**src/rtl/noisy_gaussian_kernel_eval_assert.svh**
```systemverilog
// Assertion macros shared by the RTL.
`ifndef NOISY_GAUSSIAN_KERNEL_EVAL_ASSERT_SVH
`define NOISY_GAUSSIAN_KERNEL_EVAL_ASSERT_SVH

// Consequent must hold in the same cycle as the antecedent.
`define NGK_ASSERT_SAME(label, ante, cons, msg) \
    label: assert property (@(posedge clk) disable iff (!rst_n) (ante) |-> (cons)) \
        else $error(msg);

// Consequent must hold in the cycle after the antecedent.
`define NGK_ASSERT_NEXT(label, ante, cons, msg) \
    label: assert property (@(posedge clk) disable iff (!rst_n) (ante) |=> (cons)) \
        else $error(msg);

`endif

```
**src/rtl/ngk_pkg.sv**
```systemverilog
`default_nettype none

package ngk_pkg;

    localparam int unsigned CFG_IDX_W = 2;
    localparam int unsigned LEN_W     = 48;

    localparam logic [CFG_IDX_W-1:0] REG_LENGTH_SQ = 2'd0;
    localparam logic [CFG_IDX_W-1:0] REG_LENGTH    = 2'd1;

    localparam logic [LEN_W-1:0] LEN_RESET = 48'd65536;

    localparam logic [32:0] PROD_ONE = 33'h0_8000_0000;
    localparam logic [32:0] PROD_MAX = 33'h0_FFFF_FFFF;
    localparam logic [32:0] PROD_MIN = 33'h1_0000_0000;

    localparam logic [30:0] LOG2E_Q30   = 31'd1549082005;
    localparam logic [23:0] LN2_Q24     = 24'd11629080;
    localparam logic [29:0] X_CAP       = 30'h2000_0000;
    localparam logic [30:0] EXP_ONE     = 31'h4000_0000;
    localparam logic [3:0]  TAYLOR_LAST = 4'd12;
    localparam logic [7:0]  SHIFT_LIMIT = 8'd40;

    localparam int unsigned MUL_STEPS  = 8;
    localparam int unsigned DIV_STEPS  = 71;
    localparam int unsigned GDIV_STEPS = 32;

    typedef struct packed {
        logic [63:0] dsq;
        logic [63:0] s;
        logic [79:0] num;
        logic        f_neg;
        logic        last;
    } ngk_job_t;

    typedef struct packed {
        logic full;
        logic empty;
    } ngk_q_status_t;

    typedef enum logic [1:0] {
        F_IDLE,
        F_MUL,
        F_SUM,
        F_PUSH
    } ngk_front_state_t;

    typedef enum logic [4:0] {
        B_IDLE,
        B_DIV,
        B_EXPX,
        B_EXPN,
        B_EXPR,
        B_EXPC,
        B_TAY_MUL,
        B_TAY_RCP,
        B_TAY_ACC,
        B_EXPE,
        B_NORM,
        B_SQRT,
        B_GCHK,
        B_GDIV,
        B_TERM,
        B_PROD,
        B_UPD,
        B_EMIT
    } ngk_back_state_t;

    // floor(2^32 / k) for the Taylor divisors; the quotient it gives is low by at most one.
    function automatic logic [32:0] recip_q32(input logic [3:0] k);
        logic [32:0] r;
        case (k)
            4'd1:    r = 33'h1_0000_0000;
            4'd2:    r = 33'h0_8000_0000;
            4'd3:    r = 33'h0_5555_5555;
            4'd4:    r = 33'h0_4000_0000;
            4'd5:    r = 33'h0_3333_3333;
            4'd6:    r = 33'h0_2AAA_AAAA;
            4'd7:    r = 33'h0_2492_4924;
            4'd8:    r = 33'h0_2000_0000;
            4'd9:    r = 33'h0_1C71_C71C;
            4'd10:   r = 33'h0_1999_9999;
            4'd11:   r = 33'h0_1745_D174;
            4'd12:   r = 33'h0_1555_5555;
            default: r = 33'd0;
        endcase
        return r;
    endfunction

endpackage

`default_nettype wire

```
**src/rtl/ngk_queue.sv**
```systemverilog
`default_nettype none

module ngk_queue #(
    parameter int unsigned DEPTH = 2
) (
    input  wire logic                   clk,
    input  wire logic                   rst_n,
    input  wire logic                   push,
    input  wire ngk_pkg::ngk_job_t      push_data,
    input  wire logic                   pop,
    output ngk_pkg::ngk_job_t           pop_data,
    output ngk_pkg::ngk_q_status_t      status
);
    import ngk_pkg::*;

    localparam int unsigned PTR_W = (DEPTH > 1) ? $clog2(DEPTH) : 1;
    localparam int unsigned CNT_W = $clog2(DEPTH + 1);

    ngk_job_t mem [DEPTH];

    logic [PTR_W-1:0] wr_ptr_reg, wr_ptr_next;
    logic [PTR_W-1:0] rd_ptr_reg, rd_ptr_next;
    logic [CNT_W-1:0] count_reg, count_next;

    function automatic logic [PTR_W-1:0] ptr_inc(input logic [PTR_W-1:0] p);
        return (p == PTR_W'(DEPTH - 1)) ? '0 : p + 1'b1;
    endfunction

    always_comb
    begin
        wr_ptr_next = push ? ptr_inc(wr_ptr_reg) : wr_ptr_reg;
        rd_ptr_next = pop ? ptr_inc(rd_ptr_reg) : rd_ptr_reg;
        count_next  = count_reg;
        if (push && !pop)
            count_next = count_reg + 1'b1;
        else if (pop && !push)
            count_next = count_reg - 1'b1;
    end

    always_ff @(posedge clk or negedge rst_n)
    begin
        if (!rst_n)
        begin
            wr_ptr_reg <= '0;
            rd_ptr_reg <= '0;
            count_reg  <= '0;
        end
        else
        begin
            wr_ptr_reg <= wr_ptr_next;
            rd_ptr_reg <= rd_ptr_next;
            count_reg  <= count_next;
        end
    end

    always_ff @(posedge clk)
    begin
        if (push)
            mem[wr_ptr_reg] <= push_data;
    end

    assign pop_data     = mem[rd_ptr_reg];
    assign status.full  = (count_reg == CNT_W'(DEPTH));
    assign status.empty = (count_reg == '0);

endmodule

`default_nettype wire

```
**config.mk**
```make
export PLATFORM = sky130hd
export DESIGN_NAME = ngk_queue
export DESIGN_NICKNAME = d
export VERILOG_FILES = /design/src/rtl/noisy_gaussian_kernel_eval_assert.svh /design/src/rtl/ngk_pkg.sv /design/src/rtl/ngk_queue.sv
export SDC_FILE = /design/constraint.sdc
export NUM_CORES = 1
export LEC_CHECK = 0
export BUFFER_PORTS_ARGS = -buffer_cell sky130_fd_sc_hd__buf_4
export CORE_MARGIN = 1.5
export CORE_UTILIZATION = 49
export CTS_BUF_LIST = sky130_fd_sc_hd__clkbuf_4 sky130_fd_sc_hd__clkbuf_8
export DETAILED_ROUTE_END_ITERATION = 7
export GPL_ROUTABILITY_DRIVEN = 0
export HOLD_SLACK_MARGIN = 0.05
export PLACE_DENSITY = 0.89
export REMOVE_ABC_BUFFERS = 1
export SETUP_SLACK_MARGIN = 0.05
export SLEW_MARGIN = 20
export SYNTH_ARGS = -nofsm -noshare
export SYNTH_HDL_FRONTEND = slang
export SYNTH_SLANG_ARGS = --single-unit
```
**constraint.sdc**
```tcl
create_clock -name clk -period 11.39 [get_ports clk]
set_clock_uncertainty 0.15 [all_clocks]
set_input_delay 2.278 -clock clk [delete_from_list [all_inputs] [get_ports clk]]
set_output_delay 2.278 -clock clk [all_outputs]
set_load 0.05 [all_outputs]
```
==> results.toml <==
[timing]
fin_crit_ns = 5.68
period_share = 0.499
setup_tns_ns = 0
finalHoldViolCount = 0
fmax_mhz = 176
setup_ws_ns = 5.71
worstMarginPinSlew_ns = 1.05
finalSetupViolations = 0
slew_headroom = 0.298
rsz0062_at_grt = "false"
slew_violations = 0

[worst_setup_path]
crit_type = "register to output port"
arrival_ns = 3.25
startpoint = "rd_ptr_reg"
critical_path.max_fanout = 77
end_kind = "output port"
cp_data_required_time_ns = 8.96
regToRegSetupSlack_ns = 8.21
worstSetupStartpointType = "register"
r2r-start = "wr_ptr_reg"

[synthesis]
yosysTopAreaCell = "edfxtp_1"
synth-async-reset-ratio = 0.00943
yosysMostFrequentCell = "edfxtp_1"
ys_top_cells_by_area = "edfxtp_1 (82%), mux2_2 (15%), buf_6 (1.5%), dfrtp_1 (0.65%), xor2_1 (0.23%)"
synth-edff-count = 420
syn_avg_cell_area_um2 = 23.0
yosysWarnings = 0
synth_commonest_cells = "edfxtp_1 (420), mux2_2 (210), buf_6 (21), dfrtp_1 (4), xor2_1 (4)"
synth_cell_types = 12
netlist_area_um2 = 15400
ys_seq_elements = 424
synth_cells = 669
synth_top_area_frac = 0.818
synth_ff_type = "edfxtp_1"
synth-seq-area-share = 0.825

[global_route]
overflow = 0
grt_pass1_wl_um = 49500
antenna_found_initial = 1
grt_use_total = 0.200
grt_max_degree = 81
first_global_vias = 8927

[route]
drtAntennaViolNets = 0
vias_per_cell = 5.05
vias = 8080
remaining_drc_errors = 21
wl_per_cell_um = 20.6
dr.pass1.iters = 8
totalWireLength_um = 33000
drt_first_iter_violations = 435

[power_and_ir_drop]
switching_share = 0.402
p_clk_frac = 0.211
p_leak_nw = 7.66
p_int_mw = 3.55
combPwrFrac = 0.420
power_mw = 5.93
p_switching_mw = 2.39
p_per_area_nw_per_um2 = 293
power_frac_seq = 0.369
vdd_drop_max_uv = 366

[clocking]
clkLatencyLatePin_ns = 0.54
post_cts_buffers = 0
cts_inserted_buffers = 69
htreeDepth = 3
cts.sinks = 424
ctsLongestPathBuffers = 3
cts_tree = "yes"
clk_pin_slew_ns = 0.06
holdBufCountCts = 0
cts_resized = 0
clock-root-buffer = "clkbuf_8"

[outcome]
status = "finished with violations"
violations = "design-rule violations"

[layout]
nNetsFinal = 1365
largest_register_ffs = 420
nFillCells = 2003
drive_gt1_frac = 0.625
syn2layout_area_growth_pct = 31.5

[floorplanning]
die_w_um = 180
die-area_um2 = 32500
io_pins = 426
core_um2 = 30700
row_count = 64
die_h_um = 180
start_util = 0.501

[flow_run]
drv_cap = 0

[placement]
place_ws_ns = 6.19
dp_hpwl_um = 21600
numPortBuffers = 425

[worst_hold_path]
hold_class = "register to register"
hold_path_startpoint = "count_reg[1]"
## layer usage
metal	wire [µm]	share of wire	GRT usage	vias to the layer above
met5	0	0	0	-
met4	1320	0.040	0.0968	0
met3	2900	0.088	0.0673	80
met2	17200	0.52	0.353	371
met1	11600	0.35	0.214	3983
li1	-	-	-	3646
## cells by family (layout without fill, tap and decap cells)
group                      Yosys count  in the layout  share of synthesized area
xor gates and xnor gates             5              5                    0.00284
adders and majority gates            1              1                   0.000812
buffers and inverters               24            558                     0.0162
DFF                                424            424                      0.825
muxes                              210            210                      0.153
other                                0              1                          0
and+or+nand+nor                      5              5                    0.00171
## power by group through the flow
stage	Combinational (mW)	Sequential [mW]	Clock (mW)
3_5_place_dp	2.49	2.23	0
5_1_grt	2.57	2.22	1.35
2_1_floorplan	1.76	2.34	0
4_1_cts	2.51	2.20	1.29
6_report	2.49	2.19	1.25
3_3_place_gp	2.47	2.20	0
## final timing paths
kind | to | cells past startpoint
max | pop_data[59] | 3
max in group asynchronous | rd_ptr_reg | 1
min reg2reg | count_reg[1] | 1
max reg2reg | mem[0][134] | 3
min in group asynchronous | count_reg[0] | 1
min | count_reg[1] | 1
## critical path, stage by stage, from the launching register on
cell and delay [ns]:
dfrtp_4 1.08, buf_4 0.90, mux2_2 0.43, buf_4 0.19
## area by class of cell
cell class                      instances  area (µm²)  share of cell area
Sequential cell                       424       12700               0.628
Multi-Input combinational cell        221        2460               0.121
Timing Repair Buffer                  433        3250               0.161
Tap cell                              396         495              0.0245
Clock inverter                         29         156             0.00772
Antenna cell                            1        2.50            0.000124
Inverter                                1        3.75            0.000185
Clock buffer                           95        1180              0.0580
## per-stage QoR
stage	util	hold slack (ns)	cells	area [µm²]
after floorplan	-	0.305	646	15200
after global placement	0.615	0.326	1475	18900
after detailed placement	0.615	0.336	1475	18900
after CTS	0.659	0.350	1599	20300
after global routing	0.659	0.385	1600	20300
final	0.659	0.352	1600	20300
## layout by cell type, fill, tap and decap left out, drive strengths merged
| master | n |
|---|---|
| buf | 433 |
| edfxtp | 420 |
| mux2 | 210 |
| clkbuf | 95 |
| clkinv | 26 |
| xor2 | 4 |
| inv | 4 |
| dfrtp | 4 |
| nor2 | 2 |
| nor2b | 2 |
| diode | 1 |
| and2 | 1 |
| xnor2 | 1 |
| ha | 1 |
(Power assumes the default switching activity.)
