$ cat src/rtl/noisy_gaussian_kernel_eval_assert.svh
// Assertion macros shared by the RTL.
`ifndef NOISY_GAUSSIAN_KERNEL_EVAL_ASSERT_SVH
`define NOISY_GAUSSIAN_KERNEL_EVAL_ASSERT_SVH

// Consequent must hold in the same cycle as the antecedent.
`define NGK_ASSERT_SAME(label, ante, cons, msg) \
    label: assert property (@(posedge clk) disable iff (!rst_n) (ante) |-> (cons)) \
        else $error(msg);

// Consequent must hold in the cycle after the antecedent.
`define NGK_ASSERT_NEXT(label, ante, cons, msg) \
    label: assert property (@(posedge clk) disable iff (!rst_n) (ante) |=> (cons)) \
        else $error(msg);

`endif

$ cat src/rtl/ngk_pkg.sv
`default_nettype none

package ngk_pkg;

    localparam int unsigned CFG_IDX_W = 2;
    localparam int unsigned LEN_W     = 48;

    localparam logic [CFG_IDX_W-1:0] REG_LENGTH_SQ = 2'd0;
    localparam logic [CFG_IDX_W-1:0] REG_LENGTH    = 2'd1;

    localparam logic [LEN_W-1:0] LEN_RESET = 48'd65536;

    localparam logic [32:0] PROD_ONE = 33'h0_8000_0000;
    localparam logic [32:0] PROD_MAX = 33'h0_FFFF_FFFF;
    localparam logic [32:0] PROD_MIN = 33'h1_0000_0000;

    localparam logic [30:0] LOG2E_Q30   = 31'd1549082005;
    localparam logic [23:0] LN2_Q24     = 24'd11629080;
    localparam logic [29:0] X_CAP       = 30'h2000_0000;
    localparam logic [30:0] EXP_ONE     = 31'h4000_0000;
    localparam logic [3:0]  TAYLOR_LAST = 4'd12;
    localparam logic [7:0]  SHIFT_LIMIT = 8'd40;

    localparam int unsigned MUL_STEPS  = 8;
    localparam int unsigned DIV_STEPS  = 71;
    localparam int unsigned GDIV_STEPS = 32;

    typedef struct packed {
        logic [63:0] dsq;
        logic [63:0] s;
        logic [79:0] num;
        logic        f_neg;
        logic        last;
    } ngk_job_t;

    typedef struct packed {
        logic full;
        logic empty;
    } ngk_q_status_t;

    typedef enum logic [1:0] {
        F_IDLE,
        F_MUL,
        F_SUM,
        F_PUSH
    } ngk_front_state_t;

    typedef enum logic [4:0] {
        B_IDLE,
        B_DIV,
        B_EXPX,
        B_EXPN,
        B_EXPR,
        B_EXPC,
        B_TAY_MUL,
        B_TAY_RCP,
        B_TAY_ACC,
        B_EXPE,
        B_NORM,
        B_SQRT,
        B_GCHK,
        B_GDIV,
        B_TERM,
        B_PROD,
        B_UPD,
        B_EMIT
    } ngk_back_state_t;

    // floor(2^32 / k) for the Taylor divisors; the quotient it gives is low by at most one.
    function automatic logic [32:0] recip_q32(input logic [3:0] k);
        logic [32:0] r;
        case (k)
            4'd1:    r = 33'h1_0000_0000;
            4'd2:    r = 33'h0_8000_0000;
            4'd3:    r = 33'h0_5555_5555;
            4'd4:    r = 33'h0_4000_0000;
            4'd5:    r = 33'h0_3333_3333;
            4'd6:    r = 33'h0_2AAA_AAAA;
            4'd7:    r = 33'h0_2492_4924;
            4'd8:    r = 33'h0_2000_0000;
            4'd9:    r = 33'h0_1C71_C71C;
            4'd10:   r = 33'h0_1999_9999;
            4'd11:   r = 33'h0_1745_D174;
            4'd12:   r = 33'h0_1555_5555;
            default: r = 33'd0;
        endcase
        return r;
    endfunction

endpackage

`default_nettype wire

$ cat src/rtl/ngk_if.sv
`default_nettype none

interface ngk_item_if;
    logic               valid;
    logic               ready;
    logic signed [31:0] coord_a;
    logic        [31:0] var_a;
    logic signed [31:0] coord_b;
    logic        [31:0] var_b;
    logic signed [31:0] scale_factor;
    logic               last_dim;

    modport source (
        output valid, coord_a, var_a, coord_b, var_b, scale_factor, last_dim,
        input  ready
    );
    modport sink (
        input  valid, coord_a, var_a, coord_b, var_b, scale_factor, last_dim,
        output ready
    );
endinterface


`default_nettype wire

$ cat src/rtl/ngk_front.sv
`default_nettype none

module ngk_front (
    input  wire logic                       clk,
    input  wire logic                       rst_n,
    ngk_item_if.sink                        item,
    input  wire logic [ngk_pkg::LEN_W-1:0]  length_sq,
    input  wire logic [ngk_pkg::LEN_W-1:0]  length,
    input  wire ngk_pkg::ngk_q_status_t     q_status,
    output logic                            push,
    output ngk_pkg::ngk_job_t               push_data
);
    import ngk_pkg::*;

    ngk_front_state_t state_reg, state_next;
    logic [2:0]   step_reg;
    logic [31:0]  ad_reg, af_reg;
    logic [32:0]  vsum_reg;
    logic         f_neg_reg, last_reg;
    logic [63:0]  dsq_reg;
    logic [62:0]  fsq_reg;
    logic [110:0] lf_acc_reg;
    logic [79:0]  num_reg;
    logic [63:0]  s_reg;

    logic         take;
    logic [32:0]  diff, abs_diff;
    logic [31:0]  abs_f;
    logic [31:0]  op_a, op_b;
    logic [63:0]  mul_p;
    logic [63:0]  lf;
    logic [64:0]  s_sum;

    assign take = item.valid && item.ready;

    assign diff     = {item.coord_a[31], item.coord_a} - {item.coord_b[31], item.coord_b};
    assign abs_diff = diff[32] ? (33'd0 - diff) : diff;
    assign abs_f    = item.scale_factor[31] ? (32'd0 - item.scale_factor) : item.scale_factor;

    always_comb
    begin
        state_next = state_reg;
        case (state_reg)
            F_IDLE:  if (take) state_next = F_MUL;
            F_MUL:   if (step_reg == 3'(MUL_STEPS - 1)) state_next = F_SUM;
            F_SUM:   state_next = F_PUSH;
            F_PUSH:  if (!q_status.full) state_next = F_IDLE;
            default: state_next = F_IDLE;
        endcase
    end

    always_comb
    begin
        item.ready = (state_reg == F_IDLE);
        push       = (state_reg == F_PUSH) && !q_status.full;
    end

    always_ff @(posedge clk or negedge rst_n)
    begin
        if (!rst_n)
        begin
            state_reg <= F_IDLE;
            step_reg  <= '0;
        end
        else
        begin
            state_reg <= state_next;
            if (take)
                step_reg <= '0;
            else if (state_reg == F_MUL)
                step_reg <= step_reg + 3'd1;
        end
    end

    // One shared multiplier walks through the squares and the partial products.
    always_comb
    begin
        case (step_reg)
            3'd0:
            begin
                op_a = ad_reg;
                op_b = ad_reg;
            end
            3'd1:
            begin
                op_a = af_reg;
                op_b = af_reg;
            end
            3'd2:
            begin
                op_a = length_sq[31:0];
                op_b = fsq_reg[31:0];
            end
            3'd3:
            begin
                op_a = length_sq[31:0];
                op_b = {1'b0, fsq_reg[62:32]};
            end
            3'd4:
            begin
                op_a = {16'd0, length_sq[47:32]};
                op_b = fsq_reg[31:0];
            end
            3'd5:
            begin
                op_a = {16'd0, length_sq[47:32]};
                op_b = {1'b0, fsq_reg[62:32]};
            end
            3'd6:
            begin
                op_a = length[31:0];
                op_b = af_reg;
            end
            3'd7:
            begin
                op_a = {16'd0, length[47:32]};
                op_b = af_reg;
            end
            default:
            begin
                op_a = '0;
                op_b = '0;
            end
        endcase
    end

    assign mul_p = op_a * op_b;

    assign lf    = (lf_acc_reg[110:96] != '0) ? '1 : lf_acc_reg[95:32];
    assign s_sum = {32'd0, vsum_reg} + {1'b0, lf};

    always_ff @(posedge clk)
    begin
        if (take)
        begin
            ad_reg    <= abs_diff[31:0];
            af_reg    <= abs_f;
            vsum_reg  <= {1'b0, item.var_a} + {1'b0, item.var_b};
            f_neg_reg <= item.scale_factor[31];
            last_reg  <= item.last_dim;
        end
        if (state_reg == F_MUL)
        begin
            case (step_reg)
                3'd0:    dsq_reg    <= mul_p;
                3'd1:    fsq_reg    <= mul_p[62:0];
                3'd2:    lf_acc_reg <= {47'd0, mul_p};
                3'd3:    lf_acc_reg <= lf_acc_reg + {15'd0, mul_p, 32'd0};
                3'd4:    lf_acc_reg <= lf_acc_reg + {15'd0, mul_p, 32'd0};
                3'd5:    lf_acc_reg <= lf_acc_reg + {mul_p[46:0], 64'd0};
                3'd6:    num_reg    <= {16'd0, mul_p};
                3'd7:    num_reg    <= num_reg + {mul_p[47:0], 32'd0};
                default: num_reg    <= num_reg;
            endcase
        end
        if (state_reg == F_SUM)
            s_reg <= s_sum[64] ? '1 : s_sum[63:0];
    end

    assign push_data = '{dsq: dsq_reg, s: s_reg, num: num_reg,
                         f_neg: f_neg_reg, last: last_reg};

endmodule

`default_nettype wire

$ cat src/flat_wrapper.sv
// flat-port wrapper written by rule: the top's interface ports become plain ports
module ngk_front_flat import ngk_pkg::*;
  (clk, rst_n, length_sq, length, q_status, push, push_data, item_valid, item_coord_a, item_var_a, item_coord_b, item_var_b, item_scale_factor, item_last_dim, item_ready);
  ngk_item_if item_i ();
  input  wire logic clk;
  input  wire logic rst_n;
  input  wire logic [ngk_pkg::LEN_W-1:0] length_sq;
  input  wire logic [ngk_pkg::LEN_W-1:0] length;
  input  wire ngk_pkg::ngk_q_status_t q_status;
  output logic push;
  output ngk_pkg::ngk_job_t push_data;
  input wire logic [$bits(item_i.valid)-1:0] item_valid;
  input wire logic [$bits(item_i.coord_a)-1:0] item_coord_a;
  input wire logic [$bits(item_i.var_a)-1:0] item_var_a;
  input wire logic [$bits(item_i.coord_b)-1:0] item_coord_b;
  input wire logic [$bits(item_i.var_b)-1:0] item_var_b;
  input wire logic [$bits(item_i.scale_factor)-1:0] item_scale_factor;
  input wire logic [$bits(item_i.last_dim)-1:0] item_last_dim;
  output wire logic [$bits(item_i.ready)-1:0] item_ready;
  assign item_i.valid = item_valid;
  assign item_i.coord_a = item_coord_a;
  assign item_i.var_a = item_var_a;
  assign item_i.coord_b = item_coord_b;
  assign item_i.var_b = item_var_b;
  assign item_i.scale_factor = item_scale_factor;
  assign item_i.last_dim = item_last_dim;
  assign item_ready = item_i.ready;
  ngk_front u_core (.clk(clk), .rst_n(rst_n), .item(item_i), .length_sq(length_sq), .length(length), .q_status(q_status), .push(push), .push_data(push_data));
endmodule
$ cat config.mk
export PLATFORM = sky130hd
export DESIGN_NAME = ngk_front_flat
export DESIGN_NICKNAME = d
export VERILOG_FILES = /design/src/rtl/noisy_gaussian_kernel_eval_assert.svh /design/src/rtl/ngk_pkg.sv /design/src/rtl/ngk_if.sv /design/src/rtl/ngk_front.sv /design/src/flat_wrapper.sv
export SDC_FILE = /design/constraint.sdc
export NUM_CORES = 2
export LEC_CHECK = 0
export BUFFER_PORTS_ARGS = -buffer_cell sky130_fd_sc_hd__buf_4
export CAP_MARGIN = 5
export CORE_MARGIN = 10
export CORE_UTILIZATION = 40
export DETAILED_ROUTE_END_ITERATION = 6
export GPL_TIMING_DRIVEN = 0
export MAX_ROUTING_LAYER = met4
export PLACE_DENSITY = 0.68
export SLEW_MARGIN = 0
export SYNTH_ARGS = -nofsm -noshare
export SYNTH_HDL_FRONTEND = slang
export SYNTH_SLANG_ARGS = --single-unit
export TNS_END_PERCENT = 1
$ cat constraint.sdc
create_clock -name clk -period 29.6 [get_ports clk]
set_clock_uncertainty 0.15 [all_clocks]
set_input_delay 5.92 -clock clk [delete_from_list [all_inputs] [get_ports clk]]
set_output_delay 5.92 -clock clk [all_outputs]
set_load 0.01 [all_outputs]
==> metrics.csv <==
stage;metric;value;unit
synthesis;flip-flop cell with the highest count after synthesis;edfxtp_1;
cts;clock slew at reported path FFs;0.06;ns
route;Detail Route Antenna Nets;0;
setup_path;CP Launch Type;input port;
route;count of vias placed by the detailed router;57900;
grt;total global routing overflow;0;
cts;post-CTS sizing;0;
cts;number of hold-repair buffers added at the cts stage;0;
synthesis;syn nets;8803;
grt;initial antenna violation count;18;
cts;Clock Latency Late Sink;0.68;ns
timing;Max Freq;49.7;MHz
timing;setup tns final;0;ns
placement;HPWL after detailed placement;260000;µm
grt;total routing resource utilization after global routing;0.344;
synthesis;Post-Syn Instances;7099;
finish;most common library cell in the layout ignoring fill and taps;inv_1;
floorplan;core region area;0.163;mm²
job;max capacitance violation total;4;
synthesis;sequential area share after synthesis;0.208;
finish;area growth from synthesis to final layout;14.8;%
route;WL final;309000;µm
setup_path;data arrival time of the critical path;20.37;ns
placement;Port Buf Inserts;472;
status;violated checks;design-rule violations, max-capacitance violations, max-slew violations;
timing;final hold vios;0;
floorplan;DIE WIDTH;424;µm
synthesis;number of warnings printed during yosys synthesis;0;
synthesis;Cell Area, Synth;0.0654;mm²
setup_path;required time reported for the critical path endpoint;29.84;ns
synthesis;mean cell area of the mapped netlist;9.21;µm²
timing;time the final worst path needs with I/O delays and setup;20.14;ns
timing;worst-margin pin slew;1.53;ns
grt;vias in the first global route;57700;
finish;most used cells in the layout excluding fill and tap cells;inv_1, fa_1, nand2_1, nor2_1, ha_1;
setup_path;launch instance of the worst register-to-register path;u_core.step_reg[0];
cts;H-tree depth;2;
cts;total clock buffers created by CTS;53;
finish;number of fillers in the final layout;15900;
setup_path;maximum fanout encountered on the critical timing path;10;
cts;CTS tree;built;
setup_path;cell with the biggest individual delay on the critical path;buf_1;
synthesis;cell types with the largest area share after synthesis;fa_1, edfxtp_1, ha_1;
cts;number of setup buffers added after CTS;0;
floorplan;I/O pin cnt;474;
grt;maximum number of pins on one net before global-route repair;65;
hold_path;type of the worst min-delay path;flop to flop;
grt;first-pass GRT wire length;432000;µm
synthesis;fraction of registers with async set/reset;0.0110;
synthesis;number of enable flip-flop cells after synthesis;449;
timing;number of pins exceeding their max-slew limit in the final report;37;
synthesis;dominant cell type by area after synthesis;fa_1;
setup_path;worst stage delay on the critical path;0.94;ns
synthesis;area share of the leading cell type in the synthesized netlist;0.276;
route;Via-to-Cell Ratio;5.83;
synthesis;count of state elements after synthesis;454;
floorplan;initial core utilization;0.402;
placement;RD Place Congestion;1.05;
hold_path;beginning of the worst hold path;u_core.state_reg[0];
setup_path;critical path launch point;length[29];
timing;max-slew headroom at the worst pin;-0.0340;
timing;count of final setup violators;0;
finish;max FFs per register;80;
setup_path;class of the most critical setup path;input port to flop;
status;run status;finished, violations left;
timing;unrepaired setup endpoints after global routing;no;
synthesis;synth unique cells;108;
floorplan;overall die height;424;µm
finish;total number of nets in the final design;9398;
cts;number of sinks on the clock net;454;
setup_path;most numerous cell on the critical path;fa_1;
cts;root cell of the clock tree;clkbuf_16;
route;DRT iter0 DRCs;6280;
cts;maximum root-to-sink buffer count;3;
route;DRC;83;
timing;period utilization;0.680;
setup_path;element type at the critical path end;flop;
finish;fraction of layout cells with a size suffix above 1;0.102;
route;DR WL/cell;31.1;µm
setup_path;reg-to-reg setup timing slack;12.02;ns
floorplan;Cell Rows;148;
route;first-pass detailed-route iteration total;7;
floorplan;Die Outline Area;0.180;mm²
-- cells in the mapped netlist, drive strengths merged (11+ instances only) --
library cell     n
a211o           11
a211oi          29
a21boi          17
a21o           219
a21oi          333
a221oi          13
a222oi          63
a22oi           23
a31oi           54
and2            71
and3            64
buf             37
clkbuf         297
edfxtp         449
fa             902
ha             540
inv           1001
mux2            18
nand2          821
nand2b          93
nand3           91
nand4           42
nor2           749
nor2b           71
nor3            45
nor4            15
o211ai          24
o21a            69
o21ai          262
o21bai          39
o22ai           47
o311ai          14
o31a            11
o31ai           23
o41ai           11
or2             12
or3             13
xnor2          215
xor2           141
-- through the flow --
stage               utilization  instances  setup slack (ns)  hold slack (ns)  area [µm²]
floorplan                     -       7099             13.33            0.378       65400
global placement          0.441       9746              8.11            0.393       71600
detailed placement        0.449       9814              9.15            0.403       73000
CTS                       0.461       9914              9.78            0.417       75000
global route              0.462       9925              9.30            0.461       75000
finish                    0.462       9932              9.46            0.424       75100
-- critical path, delay by kind of cell --
kind | cells | cell delay [ns]
xor+xnor | 1 | 0.60
simple gates | 6 | 1.26
fa+ha+maj | 10 | 5.08
compound gates | 15 | 4.41
buf+inv | 10 | 3.07
-- final timing paths --
| kind | end | cells after the start |
|---|---|---|
| setup reg to reg | u_core.lf_acc_reg[110] | 46 |
| min in group asynchronous | u_core.step_reg[1] | 1 |
| hold / removal | u_core.state_reg[0] | 1 |
| max in group asynchronous | u_core.state_reg[1] | 1 |
| hold reg to reg | u_core.state_reg[0] | 1 |
| setup / recovery | u_core.lf_acc_reg[110] | 42 |
-- layout make-up --
cell class / instances / area (µm²) / area share
Clock inverter: 44 / 636 / 0.00847
Tap cell: 2175 / 2720 / 0.0363
Timing Repair Buffer: 540 / 4570 / 0.0608
Buffer: 334 / 1300 / 0.0173
Multi-Input combinational cell: 5310 / 47100 / 0.627
Sequential cell: 454 / 13600 / 0.181
Antenna cell: 18 / 45.0 / 0.000600
Inverter: 1001 / 3760 / 0.0501
Clock buffer: 56 / 1340 / 0.0178
-- metal layers --
| layer | GRT usage | vias to the layer above | routed length, µm |
|---|---|---|---|
| met3 | 0.0644 | 796 | 26000 |
| met4 | 0.181 | 0 | 21300 |
| met2 | 0.521 | 3052 | 138000 |
| met1 | 0.437 | 29300 | 124000 |
| met5 | - | - | 0 |
| li1 | - | 24800 | - |
-- cell families after synthesis --
family                   share of synthesized area
flip-flops                                   0.208
XOR/XNOR                                    0.0479
AO/OA/AOI/OAI                                0.139
multiplexers                               0.00448
AND/OR/NAND/NOR                              0.144
buffers and inverters                       0.0773
adder cells (fa/ha/maj)                      0.380
Power is left out: the tool's default activity adds up to more than one toggle a clock period on the data nets, which glitch-free logic cannot reach.
